[src/rtl/nrmc_pkg.sv]
// Shared constants, character codes and helper functions for the RMC sentence parser.
package nrmc_pkg;

    localparam int CHAR_W = 8;
    localparam int TIME_W = 20;
    localparam int DEG_W  = 10;
    localparam int MW_W   = 7;
    localparam int FRAC_W = 20;
    localparam int CNT_W  = 3;
    localparam int SPD_W  = 14;
    localparam int COORD_W = 29;
    localparam int SPEED_W = 24;
    localparam int HOUR_W  = 7;
    localparam int OUT_DATA_W = 104;

    // Character codes
    localparam logic [7:0] CH_NUL   = 8'h00;
    localparam logic [7:0] CH_ZERO  = 8'h30;
    localparam logic [7:0] CH_NINE  = 8'h39;
    localparam logic [7:0] CH_COMMA = 8'h2C;
    localparam logic [7:0] CH_POINT = 8'h2E;
    localparam logic [7:0] CH_A     = 8'h41;
    localparam logic [7:0] CH_V     = 8'h56;
    localparam logic [7:0] CH_N     = 8'h4E;
    localparam logic [7:0] CH_S     = 8'h53;
    localparam logic [7:0] CH_E     = 8'h45;
    localparam logic [7:0] CH_W     = 8'h57;
    localparam logic [2:0] PREFIX_LEN = 3'd7;

    // Result flag bits
    localparam int FL_TIME = 0;
    localparam int FL_FIX  = 1;
    localparam int FL_LAT  = 2;
    localparam int FL_LON  = 3;
    localparam int FL_FULL = 4;

    // Saturation limits
    localparam logic [23:0] TIME_MAX   = 24'd999999;
    localparam logic [13:0] DEG_MAX    = 14'd1023;
    localparam logic [16:0] SPD_MAX    = 17'd10000;
    localparam logic [30:0] MAG_MAX    = 31'd180000000;
    localparam logic [24:0] SPEED_MAX  = 25'd9999999;

    // Reciprocal constants for division by constants
    localparam logic [20:0] HOUR_RECIP  = 21'd1717987;   // 2^34 / 10000
    localparam int          HOUR_SHIFT  = 34;
    localparam logic [17:0] MIN_RECIP   = 18'd167773;    // 2^24 / 100
    localparam int          MIN_SHIFT   = 24;
    localparam logic [25:0] D15_RECIP   = 26'd35791395;  // 2^29 / 15
    localparam int          D15_SHIFT   = 29;
    localparam logic [14:0] D10S_RECIP  = 15'd26215;     // 2^18 / 10
    localparam int          D10S_SHIFT  = 18;
    localparam logic [6:0]  D10N_RECIP  = 7'd103;        // 2^10 / 10
    localparam int          D10N_SHIFT  = 10;

    // Expected prefix character at each position
    function automatic logic [7:0] prefix_char(input logic [2:0] pos);
        logic [7:0] ch;
        case (pos)
            3'd0:    ch = 8'h24;   // $
            3'd1:    ch = 8'h47;   // G
            3'd2:    ch = 8'h50;   // P
            3'd3:    ch = 8'h52;   // R
            3'd4:    ch = 8'h4D;   // M
            3'd5:    ch = 8'h43;   // C
            3'd6:    ch = 8'h2C;   // ,
            default: ch = 8'h00;
        endcase
        return ch;
    endfunction

    // Power of ten, clamped at one million
    function automatic logic [19:0] pow10(input logic [2:0] n);
        logic [19:0] v;
        case (n)
            3'd0:    v = 20'd1;
            3'd1:    v = 20'd10;
            3'd2:    v = 20'd100;
            3'd3:    v = 20'd1000;
            3'd4:    v = 20'd10000;
            3'd5:    v = 20'd100000;
            default: v = 20'd1000000;
        endcase
        return v;
    endfunction

endpackage

[src/rtl/nmea_rmc_sentence_parser_unit.sv]
// RMC sentence parser: character stream in, one decoded fix record per buffer out.
//
// One character is taken per cycle on the slave stream; s_tlast marks the last
// character of a buffer, and that transaction yields one record on the master
// stream through a capture register, three arithmetic stages and the output
// register. Parsing state is updated in the accepting cycle, so a new buffer
// may start in the cycle right after tlast. Throughput is one character per
// cycle; s_tready drops only while the output register holds a record the
// sink has not taken. Coordinates, time and speed are scaled by constant
// multiplies (reciprocals for the divisions) spread over the pipeline stages.
module nmea_rmc_sentence_parser_unit #(
    parameter int MINUTE_FRAC_DIGITS = 4,
    parameter int SPEED_FRAC_DIGITS  = 3
) (
    input  logic         clk,
    input  logic         rst_n,
    input  logic         s_tvalid,
    output logic         s_tready,
    input  logic [7:0]   s_tdata,    // [7:0] char_code
    input  logic         s_tlast,    // end_of_buffer
    output logic         m_tvalid,
    input  logic         m_tready,
    // [0] fully_parsed, [1] time_ok, [2] fix_ok, [9:3] hour, [16:10] minute,
    // [17] lat_ok, [46:18] latitude, [47] lon_ok, [76:48] longitude,
    // [100:77] speed, [103:101] zero
    output logic [103:0] m_tdata
);

    localparam logic [19:0] MIN_SCALE  = 20'(10 ** MINUTE_FRAC_DIGITS);
    localparam logic [19:0] Y_SCALE    = 20'(10 ** (6 - MINUTE_FRAC_DIGITS));
    localparam logic [2:0]  MIN_DIGITS = 3'(MINUTE_FRAC_DIGITS);
    localparam logic [2:0]  SPD_DIGITS = 3'(SPEED_FRAC_DIGITS);
    localparam bit          SPD_DIV    = (SPEED_FRAC_DIGITS > 3);
    localparam logic [9:0]  SPD_MULT   =
        10'(10 ** ((SPEED_FRAC_DIGITS > 3) ? 0 : (3 - SPEED_FRAC_DIGITS)));

    typedef enum logic [3:0] {
        PH_PREFIX, PH_TIME, PH_SKIP, PH_STATUS, PH_GAP,
        PH_LAT_INT, PH_LAT_FRAC, PH_LAT_HEMI, PH_LAT_END,
        PH_LON_INT, PH_LON_FRAC, PH_LON_HEMI, PH_LON_END,
        PH_SPD_INT, PH_SPD_FRAC, PH_DONE
    } phase_t;

    // Parser state
    phase_t       phase_reg, phase_next;
    logic [2:0]   pos_reg, pos_next;
    logic [19:0]  time_reg, time_next;
    logic [9:0]   deg_reg, deg_next;
    logic [6:0]   mw_reg, mw_next;
    logic [19:0]  frac_reg, frac_next;
    logic [2:0]   cnt_reg, cnt_next;
    logic [4:0]   flags_reg, flags_next;
    logic [13:0]  spd_reg, spd_next;
    logic         failed_reg, failed_next;
    logic [9:0]   lat_deg_reg, lat_deg_next, lon_deg_reg, lon_deg_next;
    logic [6:0]   lat_mw_reg, lat_mw_next, lon_mw_reg, lon_mw_next;
    logic [19:0]  lat_frac_reg, lat_frac_next, lon_frac_reg, lon_frac_next;
    logic [2:0]   lat_cnt_reg, lat_cnt_next, lon_cnt_reg, lon_cnt_next;
    logic         lat_neg_reg, lat_neg_next, lon_neg_reg, lon_neg_next;

    logic         advance;
    logic         accept;
    logic         dig;
    logic [3:0]   dval;
    logic [7:0]   ch;
    logic [23:0]  time_mul;
    logic [13:0]  mw_q_full;
    logic [6:0]   mw_q;
    logic [13:0]  deg_mul;
    logic [6:0]   mw_rem;
    logic [16:0]  spd_mul;
    logic [4:0]   flags_final;

    assign advance = !m_tvalid || m_tready;
    assign s_tready = advance;
    assign accept = s_tvalid && advance;
    assign ch = s_tdata;
    assign dig = (ch >= nrmc_pkg::CH_ZERO) && (ch <= nrmc_pkg::CH_NINE);
    assign dval = dig ? 4'(ch - nrmc_pkg::CH_ZERO) : 4'd0;
    assign time_mul = 24'(time_reg) * 24'd10 + 24'(dval);
    assign mw_q_full = (14'(mw_reg) * 14'(nrmc_pkg::D10N_RECIP)) >> nrmc_pkg::D10N_SHIFT;
    assign mw_q = mw_q_full[6:0];
    assign deg_mul = 14'(deg_reg) * 14'd10 + 14'(mw_q);
    assign mw_rem = mw_reg - 7'(mw_q * 7'd10);
    assign spd_mul = 17'(spd_reg) * 17'd10 + 17'(dval);

    // Next parser state for the accepted character
    always_comb
    begin
        phase_next = phase_reg;
        pos_next = pos_reg;
        time_next = time_reg;
        deg_next = deg_reg;
        mw_next = mw_reg;
        frac_next = frac_reg;
        cnt_next = cnt_reg;
        flags_next = flags_reg;
        spd_next = spd_reg;
        failed_next = failed_reg;
        lat_deg_next = lat_deg_reg;
        lat_mw_next = lat_mw_reg;
        lat_frac_next = lat_frac_reg;
        lat_cnt_next = lat_cnt_reg;
        lat_neg_next = lat_neg_reg;
        lon_deg_next = lon_deg_reg;
        lon_mw_next = lon_mw_reg;
        lon_frac_next = lon_frac_reg;
        lon_cnt_next = lon_cnt_reg;
        lon_neg_next = lon_neg_reg;
        if (!failed_reg)
        begin
            case (phase_reg)
                PH_PREFIX:
                begin
                    if (pos_reg < nrmc_pkg::PREFIX_LEN && ch == nrmc_pkg::prefix_char(pos_reg))
                    begin
                        pos_next = pos_reg + 3'd1;
                        if (pos_next == nrmc_pkg::PREFIX_LEN)
                            phase_next = PH_TIME;
                    end
                    else
                        failed_next = 1'b1;
                end
                PH_TIME:
                begin
                    if (dig)
                        time_next = (time_mul > nrmc_pkg::TIME_MAX) ?
                                    nrmc_pkg::TIME_MAX[19:0] : time_mul[19:0];
                    else if (time_reg == 20'd0)
                        failed_next = 1'b1;
                    else
                    begin
                        flags_next[nrmc_pkg::FL_TIME] = 1'b1;
                        if (ch == nrmc_pkg::CH_COMMA)
                            phase_next = PH_STATUS;
                        else
                        begin
                            phase_next = PH_SKIP;
                            if (ch == nrmc_pkg::CH_NUL)
                                failed_next = 1'b1;
                        end
                    end
                end
                PH_SKIP:
                begin
                    if (ch == nrmc_pkg::CH_COMMA)
                        phase_next = PH_STATUS;
                    else if (ch == nrmc_pkg::CH_NUL)
                        failed_next = 1'b1;
                end
                PH_STATUS:
                begin
                    if (ch == nrmc_pkg::CH_A)
                    begin
                        flags_next[nrmc_pkg::FL_FIX] = 1'b1;
                        phase_next = PH_GAP;
                    end
                    else if (ch == nrmc_pkg::CH_V)
                        phase_next = PH_GAP;
                    else
                        failed_next = 1'b1;
                end
                PH_GAP:
                begin
                    if (ch == nrmc_pkg::CH_NUL)
                        failed_next = 1'b1;
                    else
                    begin
                        phase_next = PH_LAT_INT;
                        deg_next = '0;
                        mw_next = '0;
                        pos_next = '0;
                        frac_next = '0;
                        cnt_next = '0;
                    end
                end
                PH_LAT_INT, PH_LON_INT:
                begin
                    if (dig)
                    begin
                        deg_next = (deg_mul > nrmc_pkg::DEG_MAX) ?
                                   nrmc_pkg::DEG_MAX[9:0] : deg_mul[9:0];
                        mw_next = 7'(mw_rem * 7'd10) + 7'(dval);
                        if (pos_reg < 3'd2)
                            pos_next = pos_reg + 3'd1;
                    end
                    else if (ch == nrmc_pkg::CH_POINT && pos_reg >= 3'd2)
                        phase_next = (phase_reg == PH_LAT_INT) ? PH_LAT_FRAC : PH_LON_FRAC;
                    else
                        failed_next = 1'b1;
                end
                PH_LAT_FRAC, PH_LON_FRAC:
                begin
                    if (dig)
                    begin
                        if (cnt_reg < MIN_DIGITS)
                        begin
                            frac_next = 20'(frac_reg * 20'd10) + 20'(dval);
                            cnt_next = cnt_reg + 3'd1;
                        end
                    end
                    else if (ch == nrmc_pkg::CH_COMMA)
                        phase_next = (phase_reg == PH_LAT_FRAC) ? PH_LAT_HEMI : PH_LON_HEMI;
                    else
                        failed_next = 1'b1;
                end
                PH_LAT_HEMI:
                begin
                    if (ch == nrmc_pkg::CH_N || ch == nrmc_pkg::CH_S)
                    begin
                        lat_deg_next = deg_reg;
                        lat_mw_next = mw_reg;
                        lat_frac_next = frac_reg;
                        lat_cnt_next = cnt_reg;
                        lat_neg_next = (ch == nrmc_pkg::CH_S);
                        phase_next = PH_LAT_END;
                    end
                    else
                        failed_next = 1'b1;
                end
                PH_LON_HEMI:
                begin
                    if (ch == nrmc_pkg::CH_E || ch == nrmc_pkg::CH_W)
                    begin
                        lon_deg_next = deg_reg;
                        lon_mw_next = mw_reg;
                        lon_frac_next = frac_reg;
                        lon_cnt_next = cnt_reg;
                        lon_neg_next = (ch == nrmc_pkg::CH_W);
                        phase_next = PH_LON_END;
                    end
                    else
                        failed_next = 1'b1;
                end
                PH_LAT_END:
                begin
                    if (ch == nrmc_pkg::CH_COMMA)
                    begin
                        flags_next[nrmc_pkg::FL_LAT] = 1'b1;
                        phase_next = PH_LON_INT;
                        deg_next = '0;
                        mw_next = '0;
                        pos_next = '0;
                        frac_next = '0;
                        cnt_next = '0;
                    end
                    else
                        failed_next = 1'b1;
                end
                PH_LON_END:
                begin
                    if (ch == nrmc_pkg::CH_COMMA)
                    begin
                        flags_next[nrmc_pkg::FL_LON] = 1'b1;
                        flags_next[nrmc_pkg::FL_FULL] = 1'b1;
                        phase_next = PH_SPD_INT;
                        spd_next = '0;
                        frac_next = '0;
                        cnt_next = '0;
                    end
                    else
                        failed_next = 1'b1;
                end
                PH_SPD_INT:
                begin
                    if (dig)
                        spd_next = (spd_mul > nrmc_pkg::SPD_MAX) ?
                                   nrmc_pkg::SPD_MAX[13:0] : spd_mul[13:0];
                    else if (ch == nrmc_pkg::CH_POINT)
                        phase_next = PH_SPD_FRAC;
                    else
                        phase_next = PH_DONE;
                end
                PH_SPD_FRAC:
                begin
                    if (dig)
                    begin
                        if (cnt_reg < SPD_DIGITS)
                        begin
                            frac_next = 20'(frac_reg * 20'd10) + 20'(dval);
                            cnt_next = cnt_reg + 3'd1;
                        end
                    end
                    else
                        phase_next = PH_DONE;
                end
                default:
                begin
                    phase_next = PH_DONE;
                end
            endcase
        end
    end

    // Apply the end-of-string terminator: only the time field can still earn its flag
    always_comb
    begin
        flags_final = flags_next;
        if (!failed_next && phase_next == PH_TIME && time_next != 20'd0)
            flags_final[nrmc_pkg::FL_TIME] = 1'b1;
    end

    // Hold parser state; restart after the last character of a buffer
    always_ff @(posedge clk or negedge rst_n)
    begin
        if (!rst_n)
        begin
            phase_reg <= PH_PREFIX;
            pos_reg <= '0;
            time_reg <= '0;
            deg_reg <= '0;
            mw_reg <= '0;
            frac_reg <= '0;
            cnt_reg <= '0;
            flags_reg <= '0;
            spd_reg <= '0;
            failed_reg <= 1'b0;
        end
        else if (accept)
        begin
            if (s_tlast)
            begin
                phase_reg <= PH_PREFIX;
                pos_reg <= '0;
                time_reg <= '0;
                deg_reg <= '0;
                mw_reg <= '0;
                frac_reg <= '0;
                cnt_reg <= '0;
                flags_reg <= '0;
                spd_reg <= '0;
                failed_reg <= 1'b0;
            end
            else
            begin
                phase_reg <= phase_next;
                pos_reg <= pos_next;
                time_reg <= time_next;
                deg_reg <= deg_next;
                mw_reg <= mw_next;
                frac_reg <= frac_next;
                cnt_reg <= cnt_next;
                flags_reg <= flags_next;
                spd_reg <= spd_next;
                failed_reg <= failed_next;
            end
        end
    end

    // Hold finished coordinate components (read only once their flag is set)
    always_ff @(posedge clk)
    begin
        if (accept)
        begin
            lat_deg_reg <= lat_deg_next;
            lat_mw_reg <= lat_mw_next;
            lat_frac_reg <= lat_frac_next;
            lat_cnt_reg <= lat_cnt_next;
            lat_neg_reg <= lat_neg_next;
            lon_deg_reg <= lon_deg_next;
            lon_mw_reg <= lon_mw_next;
            lon_frac_reg <= lon_frac_next;
            lon_cnt_reg <= lon_cnt_next;
            lon_neg_reg <= lon_neg_next;
        end
    end

    // Pipeline valid bits
    logic v0_reg, v1_reg, v2_reg, v3_reg, out_valid_reg;

    always_ff @(posedge clk or negedge rst_n)
    begin
        if (!rst_n)
        begin
            v0_reg <= 1'b0;
            v1_reg <= 1'b0;
            v2_reg <= 1'b0;
            v3_reg <= 1'b0;
            out_valid_reg <= 1'b0;
        end
        else if (advance)
        begin
            v0_reg <= accept && s_tlast;
            v1_reg <= v0_reg;
            v2_reg <= v1_reg;
            v3_reg <= v2_reg;
            out_valid_reg <= v3_reg;
        end
    end

    assign m_tvalid = out_valid_reg;

    // Stage 0: capture the finished buffer
    logic [4:0]  f0_reg, f1_reg, f2_reg, f3_reg;
    logic [19:0] t0_reg, t1_reg;
    logic [9:0]  ad0_reg, od0_reg;
    logic [6:0]  am0_reg, om0_reg;
    logic [19:0] af0_reg, of0_reg;
    logic [2:0]  ac0_reg, oc0_reg;
    logic        an0_reg, an1_reg, an2_reg, an3_reg;
    logic        on0_reg, on1_reg, on2_reg, on3_reg;
    logic [13:0] sp0_reg;
    logic [19:0] sf0_reg;
    logic [2:0]  sc0_reg;

    always_ff @(posedge clk)
    begin
        if (advance)
        begin
            f0_reg <= flags_final;
            t0_reg <= time_next;
            ad0_reg <= lat_deg_next;
            am0_reg <= lat_mw_next;
            af0_reg <= lat_frac_next;
            ac0_reg <= lat_cnt_next;
            an0_reg <= lat_neg_next;
            od0_reg <= lon_deg_next;
            om0_reg <= lon_mw_next;
            of0_reg <= lon_frac_next;
            oc0_reg <= lon_cnt_next;
            on0_reg <= lon_neg_next;
            sp0_reg <= spd_next;
            sf0_reg <= frac_next;
            sc0_reg <= cnt_next;
        end
    end

    // Stage 1: hour, fraction scaling, degree scaling
    logic [6:0]  hour1_reg, hour2_reg, hour3_reg;
    logic [19:0] afs1_reg, ofs1_reg;
    logic [26:0] amp1_reg, omp1_reg;
    logic [29:0] adm1_reg, adm2_reg, adm3_reg, odm1_reg, odm2_reg, odm3_reg;
    logic [19:0] sfs1_reg;
    logic [23:0] spk1_reg, spk2_reg;
    logic [63:0] hour_prod, afs_prod, ofs_prod, sfs_prod;

    always_comb
    begin
        hour_prod = 64'(t0_reg) * 64'(nrmc_pkg::HOUR_RECIP);
        afs_prod = 64'(af0_reg) * 64'(nrmc_pkg::pow10(MIN_DIGITS - ac0_reg));
        ofs_prod = 64'(of0_reg) * 64'(nrmc_pkg::pow10(MIN_DIGITS - oc0_reg));
        sfs_prod = 64'(sf0_reg) * 64'(nrmc_pkg::pow10(SPD_DIGITS - sc0_reg));
    end

    always_ff @(posedge clk)
    begin
        if (advance)
        begin
            f1_reg <= f0_reg;
            t1_reg <= t0_reg;
            hour1_reg <= 7'(hour_prod >> nrmc_pkg::HOUR_SHIFT);
            afs1_reg <= afs_prod[19:0];
            ofs1_reg <= ofs_prod[19:0];
            amp1_reg <= 27'(27'(am0_reg) * 27'(MIN_SCALE));
            omp1_reg <= 27'(27'(om0_reg) * 27'(MIN_SCALE));
            adm1_reg <= 30'(30'(ad0_reg) * 30'd1000000);
            odm1_reg <= 30'(30'(od0_reg) * 30'd1000000);
            an1_reg <= an0_reg;
            on1_reg <= on0_reg;
            sfs1_reg <= sfs_prod[19:0];
            spk1_reg <= 24'(24'(sp0_reg) * 24'd1000);
        end
    end

    // Stage 2: remainder of time, minutes scaled to millionths, speed fraction in thousandths
    logic [13:0] rem2_reg;
    logic [26:0] ay2_reg, oy2_reg;
    logic [13:0] ms2_reg;
    logic [63:0] ms_prod;

    always_comb
    begin
        if (SPD_DIV)
            ms_prod = (64'(sfs1_reg) * 64'(nrmc_pkg::D10S_RECIP)) >> nrmc_pkg::D10S_SHIFT;
        else
            ms_prod = 64'(sfs1_reg) * 64'(SPD_MULT);
    end

    always_ff @(posedge clk)
    begin
        if (advance)
        begin
            f2_reg <= f1_reg;
            hour2_reg <= hour1_reg;
            rem2_reg <= 14'(t1_reg - 20'(hour1_reg * 20'd10000));
            ay2_reg <= 27'((amp1_reg + 27'(afs1_reg)) * 27'(Y_SCALE));
            oy2_reg <= 27'((omp1_reg + 27'(ofs1_reg)) * 27'(Y_SCALE));
            adm2_reg <= adm1_reg;
            odm2_reg <= odm1_reg;
            an2_reg <= an1_reg;
            on2_reg <= on1_reg;
            ms2_reg <= ms_prod[13:0];
            spk2_reg <= spk1_reg;
        end
    end

    // Stage 3: minute, minutes divided by sixty, speed total
    logic [6:0]  min3_reg;
    logic [20:0] aq3_reg, oq3_reg;
    logic [23:0] spd3_reg;
    logic [63:0] min_prod, aq_prod, oq_prod;
    logic [24:0] spd_sum;

    always_comb
    begin
        min_prod = (64'(rem2_reg) * 64'(nrmc_pkg::MIN_RECIP)) >> nrmc_pkg::MIN_SHIFT;
        aq_prod = (64'(ay2_reg[26:2]) * 64'(nrmc_pkg::D15_RECIP)) >> nrmc_pkg::D15_SHIFT;
        oq_prod = (64'(oy2_reg[26:2]) * 64'(nrmc_pkg::D15_RECIP)) >> nrmc_pkg::D15_SHIFT;
        spd_sum = 25'(spk2_reg) + 25'(ms2_reg);
    end

    always_ff @(posedge clk)
    begin
        if (advance)
        begin
            f3_reg <= f2_reg;
            hour3_reg <= hour2_reg;
            min3_reg <= min_prod[6:0];
            aq3_reg <= aq_prod[20:0];
            oq3_reg <= oq_prod[20:0];
            adm3_reg <= adm2_reg;
            odm3_reg <= odm2_reg;
            an3_reg <= an2_reg;
            on3_reg <= on2_reg;
            spd3_reg <= (spd_sum > nrmc_pkg::SPEED_MAX) ?
                        nrmc_pkg::SPEED_MAX[23:0] : spd_sum[23:0];
        end
    end

    // Output stage: sum, saturate and sign the coordinates; mask unearned fields
    logic [30:0] amag, omag;
    logic [28:0] aval, oval;
    logic [103:0] out_next;
    logic [103:0] out_reg;

    always_comb
    begin
        amag = 31'(adm3_reg) + 31'(aq3_reg);
        omag = 31'(odm3_reg) + 31'(oq3_reg);
        if (amag > nrmc_pkg::MAG_MAX)
            amag = nrmc_pkg::MAG_MAX;
        if (omag > nrmc_pkg::MAG_MAX)
            omag = nrmc_pkg::MAG_MAX;
        aval = an3_reg ? 29'(-amag) : amag[28:0];
        oval = on3_reg ? 29'(-omag) : omag[28:0];
        out_next = '0;
        out_next[0] = f3_reg[nrmc_pkg::FL_FULL];
        out_next[1] = f3_reg[nrmc_pkg::FL_TIME];
        out_next[2] = f3_reg[nrmc_pkg::FL_FIX];
        out_next[9:3] = f3_reg[nrmc_pkg::FL_TIME] ? hour3_reg : 7'd0;
        out_next[16:10] = f3_reg[nrmc_pkg::FL_TIME] ? min3_reg : 7'd0;
        out_next[17] = f3_reg[nrmc_pkg::FL_LAT];
        out_next[46:18] = f3_reg[nrmc_pkg::FL_LAT] ? aval : 29'd0;
        out_next[47] = f3_reg[nrmc_pkg::FL_LON];
        out_next[76:48] = f3_reg[nrmc_pkg::FL_LON] ? oval : 29'd0;
        out_next[100:77] = f3_reg[nrmc_pkg::FL_FULL] ? spd3_reg : 24'd0;
    end

    always_ff @(posedge clk)
    begin
        if (advance)
            out_reg <= out_next;
    end

    assign m_tdata = out_reg;

    // Checks
    a_last_enters_pipe: assert property (@(posedge clk) disable iff (!rst_n)
        (s_tvalid && s_tready && s_tlast) |=> v0_reg)
        else $error("buffer end did not enter the result pipeline");

    a_full_implies_parts: assert property (@(posedge clk) disable iff (!rst_n)
        (m_tvalid && m_tdata[0]) |-> (m_tdata[1] && m_tdata[17] && m_tdata[47]))
        else $error("fully parsed without all field flags");

    a_lat_zero: assert property (@(posedge clk) disable iff (!rst_n)
        (m_tvalid && !m_tdata[17]) |-> (m_tdata[46:18] == 29'd0))
        else $error("latitude not zero without its flag");

    a_speed_range: assert property (@(posedge clk) disable iff (!rst_n)
        m_tvalid |-> (m_tdata[100:77] <= nrmc_pkg::SPEED_MAX[23:0]))
        else $error("speed above saturation limit");

endmodule
[config.mk]
export PLATFORM = sky130hd
export DESIGN_NAME = nmea_rmc_sentence_parser_unit
export DESIGN_NICKNAME = d
export VERILOG_FILES = /design/src/rtl/nrmc_pkg.sv /design/src/rtl/nmea_rmc_sentence_parser_unit.sv
export SDC_FILE = /design/constraint.sdc
export NUM_CORES = 2
export LEC_CHECK = 0
export ABC_AREA = 1
export BUFFER_PORTS_ARGS = -buffer_cell sky130_fd_sc_hd__buf_4
export CELL_PAD_IN_SITES_DETAIL_PLACEMENT = 0
export CELL_PAD_IN_SITES_GLOBAL_PLACEMENT = 1
export CORE_UTILIZATION = 55
export CTS_CLUSTER_DIAMETER = 120
export DETAILED_ROUTE_END_ITERATION = 16
export PLACE_DENSITY = 0.94
export RECOVER_POWER = 25
export SLEW_MARGIN = 20
export SYNTH_ARGS = -nofsm -noshare
export SYNTH_HDL_FRONTEND = slang
export SYNTH_SLANG_ARGS = --single-unit
[constraint.sdc]
create_clock -name clk -period 63.6 [get_ports clk]
set_input_delay 19.08 -clock clk [delete_from_list [all_inputs] [get_ports clk]]
set_output_delay 19.08 -clock clk [all_outputs]
set_load 0.02 [all_outputs]
==> impl_summary.txt <==
----------------------------------------------------
[Run]
  Maximum capacitance violations ... 0

[Worst setup path]
  Required arrival time at the worst endpoint ... 44.52 ns
  CP Cell Sequence ... buf_4 > nor2_1 > inv_8 > buf_4
  Critical path launch point type ... primary input
  Worst r2r path cells ... 36
  Setup slack on the worst flop-to-flop path ... around 55 ns
  Setup crit end ... s_tready
  Worst Path Class, Setup ... primary input to output pin
  Category of cells accounting for the largest share of critical-path delay ... buffers and inverters
  Worst R2R Start ... oc0_reg[1]
  Critical Path Source ... m_tready
  CP Capture Type ... output pin
  Worst path depth ... 4
  Worst reg2reg path endpoint ... ofs1_reg[19]
  Top fanout value on the critical path ... 75
  Bufs and invs on worst path ... 3
  Most repeated library cell on the critical path ... buf_4
  Delay contributed by the slowest stage of the critical path ... between 0.4 and 0.5 ns
  CP max stage cell ... nor2_1
  Critical path arrival ... 20.28 ns

[Synth]
  Netlist area before placement ... between 90,000 and 100,000 um2
  Top post-synthesis cells by area ... edfxtp_1 (25%), ha_1 (21%), fa_1 (19%)
  Synthesized instance count ... around 10,000
  Post-synthesis sequential area ratio ... approximately 28%
  Yosys reg bits ... about 890
  Syn. warnings ... 0
  Asr flop ratio synth ... between 10% and 20%
  EDFF count, synth ... about 800
  Flip-flop cell with the highest count after synthesis ... edfxtp_1
  Cell type contributing the most total cell area after synthesis ... edfxtp_1
  Fraction of synthesized cell area taken by the top area cell type ... 25.2%
  Distinct cells, synth ... 78
  Mean instance size in the synthesized netlist ... 9.40 um2

[Route]
  Routed Wire Length ... 210,000 um
  DRC violations left ... 0
  DRT Pass-1 Iters ... 6
  Per-cell via count in the routed design ... around 5.3
  WL/cell ... roughly 16 um
  Residual antenna-violating net count after detailed routing ... 0
  Violation count after the first detailed-routing iteration ... 4,329
  Number of vias after detailed routing ... slightly below 70,000

[Layout]
  Commonest non-fill, non-tap cell in the layout ... inv_1
  Most used cells in the layout excluding fill and tap cells ... inv_1 (2,184), ha_1 (1,585), nand2_1 (1,485)
  Net total in the final layout ... around 13,000
  Flip-flop count of the largest register, all copies and words added ... between 100 and 150
  Layout Area Growth over Synthesis ... 7.22%
  Share of post-route cells with drive strength above 1 ... between 4 and 5%
  Number of fill cells ... approximately 14,000
  Area taken by flip-flops and latches ... approximately 26,000 um2
  Multi-input gate area ... about 60,000 um2

[Timing]
  Pins over their slew limit ... 0
  Clock Skew ... 0.0759 ns
  Actual slew at the worst max-slew pin ... ~1.3 ns
  Unrepaired setup endpoints after global routing ... false
  Tightest slew margin relative to the limit ... 16.4%
  Final period utilization ... between 60% and 70%
  Top achievable clock speed ... ~25 MHz
  Time the final worst path needs with I/O delays and setup ... a little under 40 ns
  Final sum of negative setup slack ... 0 ns
  Post-route worst setup slack ... ~24 ns
  Count of final hold-check violations ... 0
  Setup violations, final ... 0

[GRT]
  Met3 GRT Util ... 2.38%
  Number of global-route vias before repair ... between 60,000 and 70,000
  GR Layer Usage met2 ... approximately 43%
  Global route overflow ... 0
  Wire length of the first global-routing pass ... around 350,000 um
  Layer with the highest usage after global routing ... met2
  Antenna violations before repair ... 2
  Grt met1 use ... 32.0%
  Global-route usage over all layers ... about a quarter
  Largest net degree at the start of global routing ... a little under 200

[Die]
  Die Wd ... ~420 um
  Area of the die ... roughly 180,000 um2
  Placeable Area ... approximately 170,000 um2
  Boundary pin count ... between 100 and 150
  Standard-cell row count ... 152
  Die Ht ... between 400 and 500 um
  Starting utilization of the core area ... roughly 56%

[Clock tree]
  Clock tree from TritonCTS ... built
  Clock-pin slew on the worst setup and hold paths ... ~0.06 ns
  Library cell used as clock root buffer ... clkbuf_16
  Worst-Skew Late Latency ... approximately 0.76 ns
  Total clock buffers created by CTS ... a little over 100
  Quantity of hold-fixing buffers added after cts ... 0
  Clock sink total ... 894
  Post-CTS setup repair buffer count ... 0
  Count of H-tree levels built during CTS ... 3
  Cells resized by post-CTS repair ... 0
  Number of buffers on the longest clock path ... 3

[Placed design]
  DPL Wire Length ... approximately 170,000 um
  Quantity of I/O buffers inserted on ports ... approximately 120
  Placement Setup Slack ... between 20 and 25 ns
  Final weighted congestion in routability-driven placement ... approximately 0.93

[Hold path]
  Path type of the worst min-delay path ... flop to flop

[Status]
  Outcome ... finished, final reports clean

----------------------------------------------------
-- worst register-to-register path: cells and delay by family (launching register included) --
family	cells	cell delay [ns]
fa+ha+maj	9	3.62
compound gates	8	1.22
flops	1	0.46
simple gates	10	1.94
buf+inv	8	1.01
xor+xnor	1	0.24
-- worst min path at each step --
stage | cells past startpoint | startpoint | to
finish | 0 | odm1_reg[16] | odm2_reg[16]
global route | 0 | odm1_reg[16] | odm2_reg[16]
CTS | 0 | odm1_reg[16] | odm2_reg[16]
detailed placement | 0 | adm2_reg[21] | adm3_reg[21]
global placement | 0 | odm1_reg[29] | odm2_reg[29]
floorplan | 0 | adm1_reg[10] | adm2_reg[10]
-- synthesized netlist by cell type (42+ instances only) --
cell / n
xnor2_1: 149
nand4_1: 81
nand3_1: 247
o21ai_0: 358
fa_1: 889
dfrtp_1: 92
clkbuf_1: 81
nand2_1: 1479
ha_1: 1585
o22ai_1: 42
a21oi_1: 536
o21bai_1: 43
a31oi_1: 64
nor3_1: 58
nor2_1: 719
inv_1: 2186
edfxtp_1: 802
xor2_1: 325
-- through the flow --
stage / hold slack [ns] / std cells / area (um2) / utilization (%)
floorplan: 0.400 / 10173 / 95600 / -
global route: 0.382 / 12700 / 103000 / 59.6
finish: 0.388 / 12701 / 103000 / 59.6
global placement: 0.400 / 12509 / 99100 / 57.6
detailed placement: 0.405 / 12509 / 99100 / 57.6
CTS: 0.390 / 12700 / 103000 / 59.6
-- logic make-up (layout without fill, tap and decap cells) --
logic type / count (synthesis) / in the layout / share of synthesized area [%]
buffers and inverters: 2333 / 2550 / 9.26
flip-flops: 894 / 894 / 27.6
AND/OR/NAND/NOR: 2757 / 2757 / 12.1
AO/OA/AOI/OAI: 1235 / 1235 / 7.26
XOR/XNOR: 477 / 477 / 4.40
other: 1 / 4 / 0.00392
adder cells (fa/ha/maj): 2474 / 2474 / 39.4
-- area by class of cell --
type,instances,share of cell area (%)
antenna,1,0.00244
inverter,2220,8.14
tap,2310,2.82
timing repair buffer,139,1.02
clock buffer,117,2.55
sequential,894,25.7
multi-input combinational,6946,58.8
clock inverter,74,0.880
-- per-layer routing --
layer,wire length [um],part of all wire [%]
met2,104000,50
met5,0,0
met4,4870,2.3
met1,91800,44
met3,8920,4.3
Power is not shown: default switching activity piles up to over one toggle a cycle in this logic, so the estimate is an artifact.
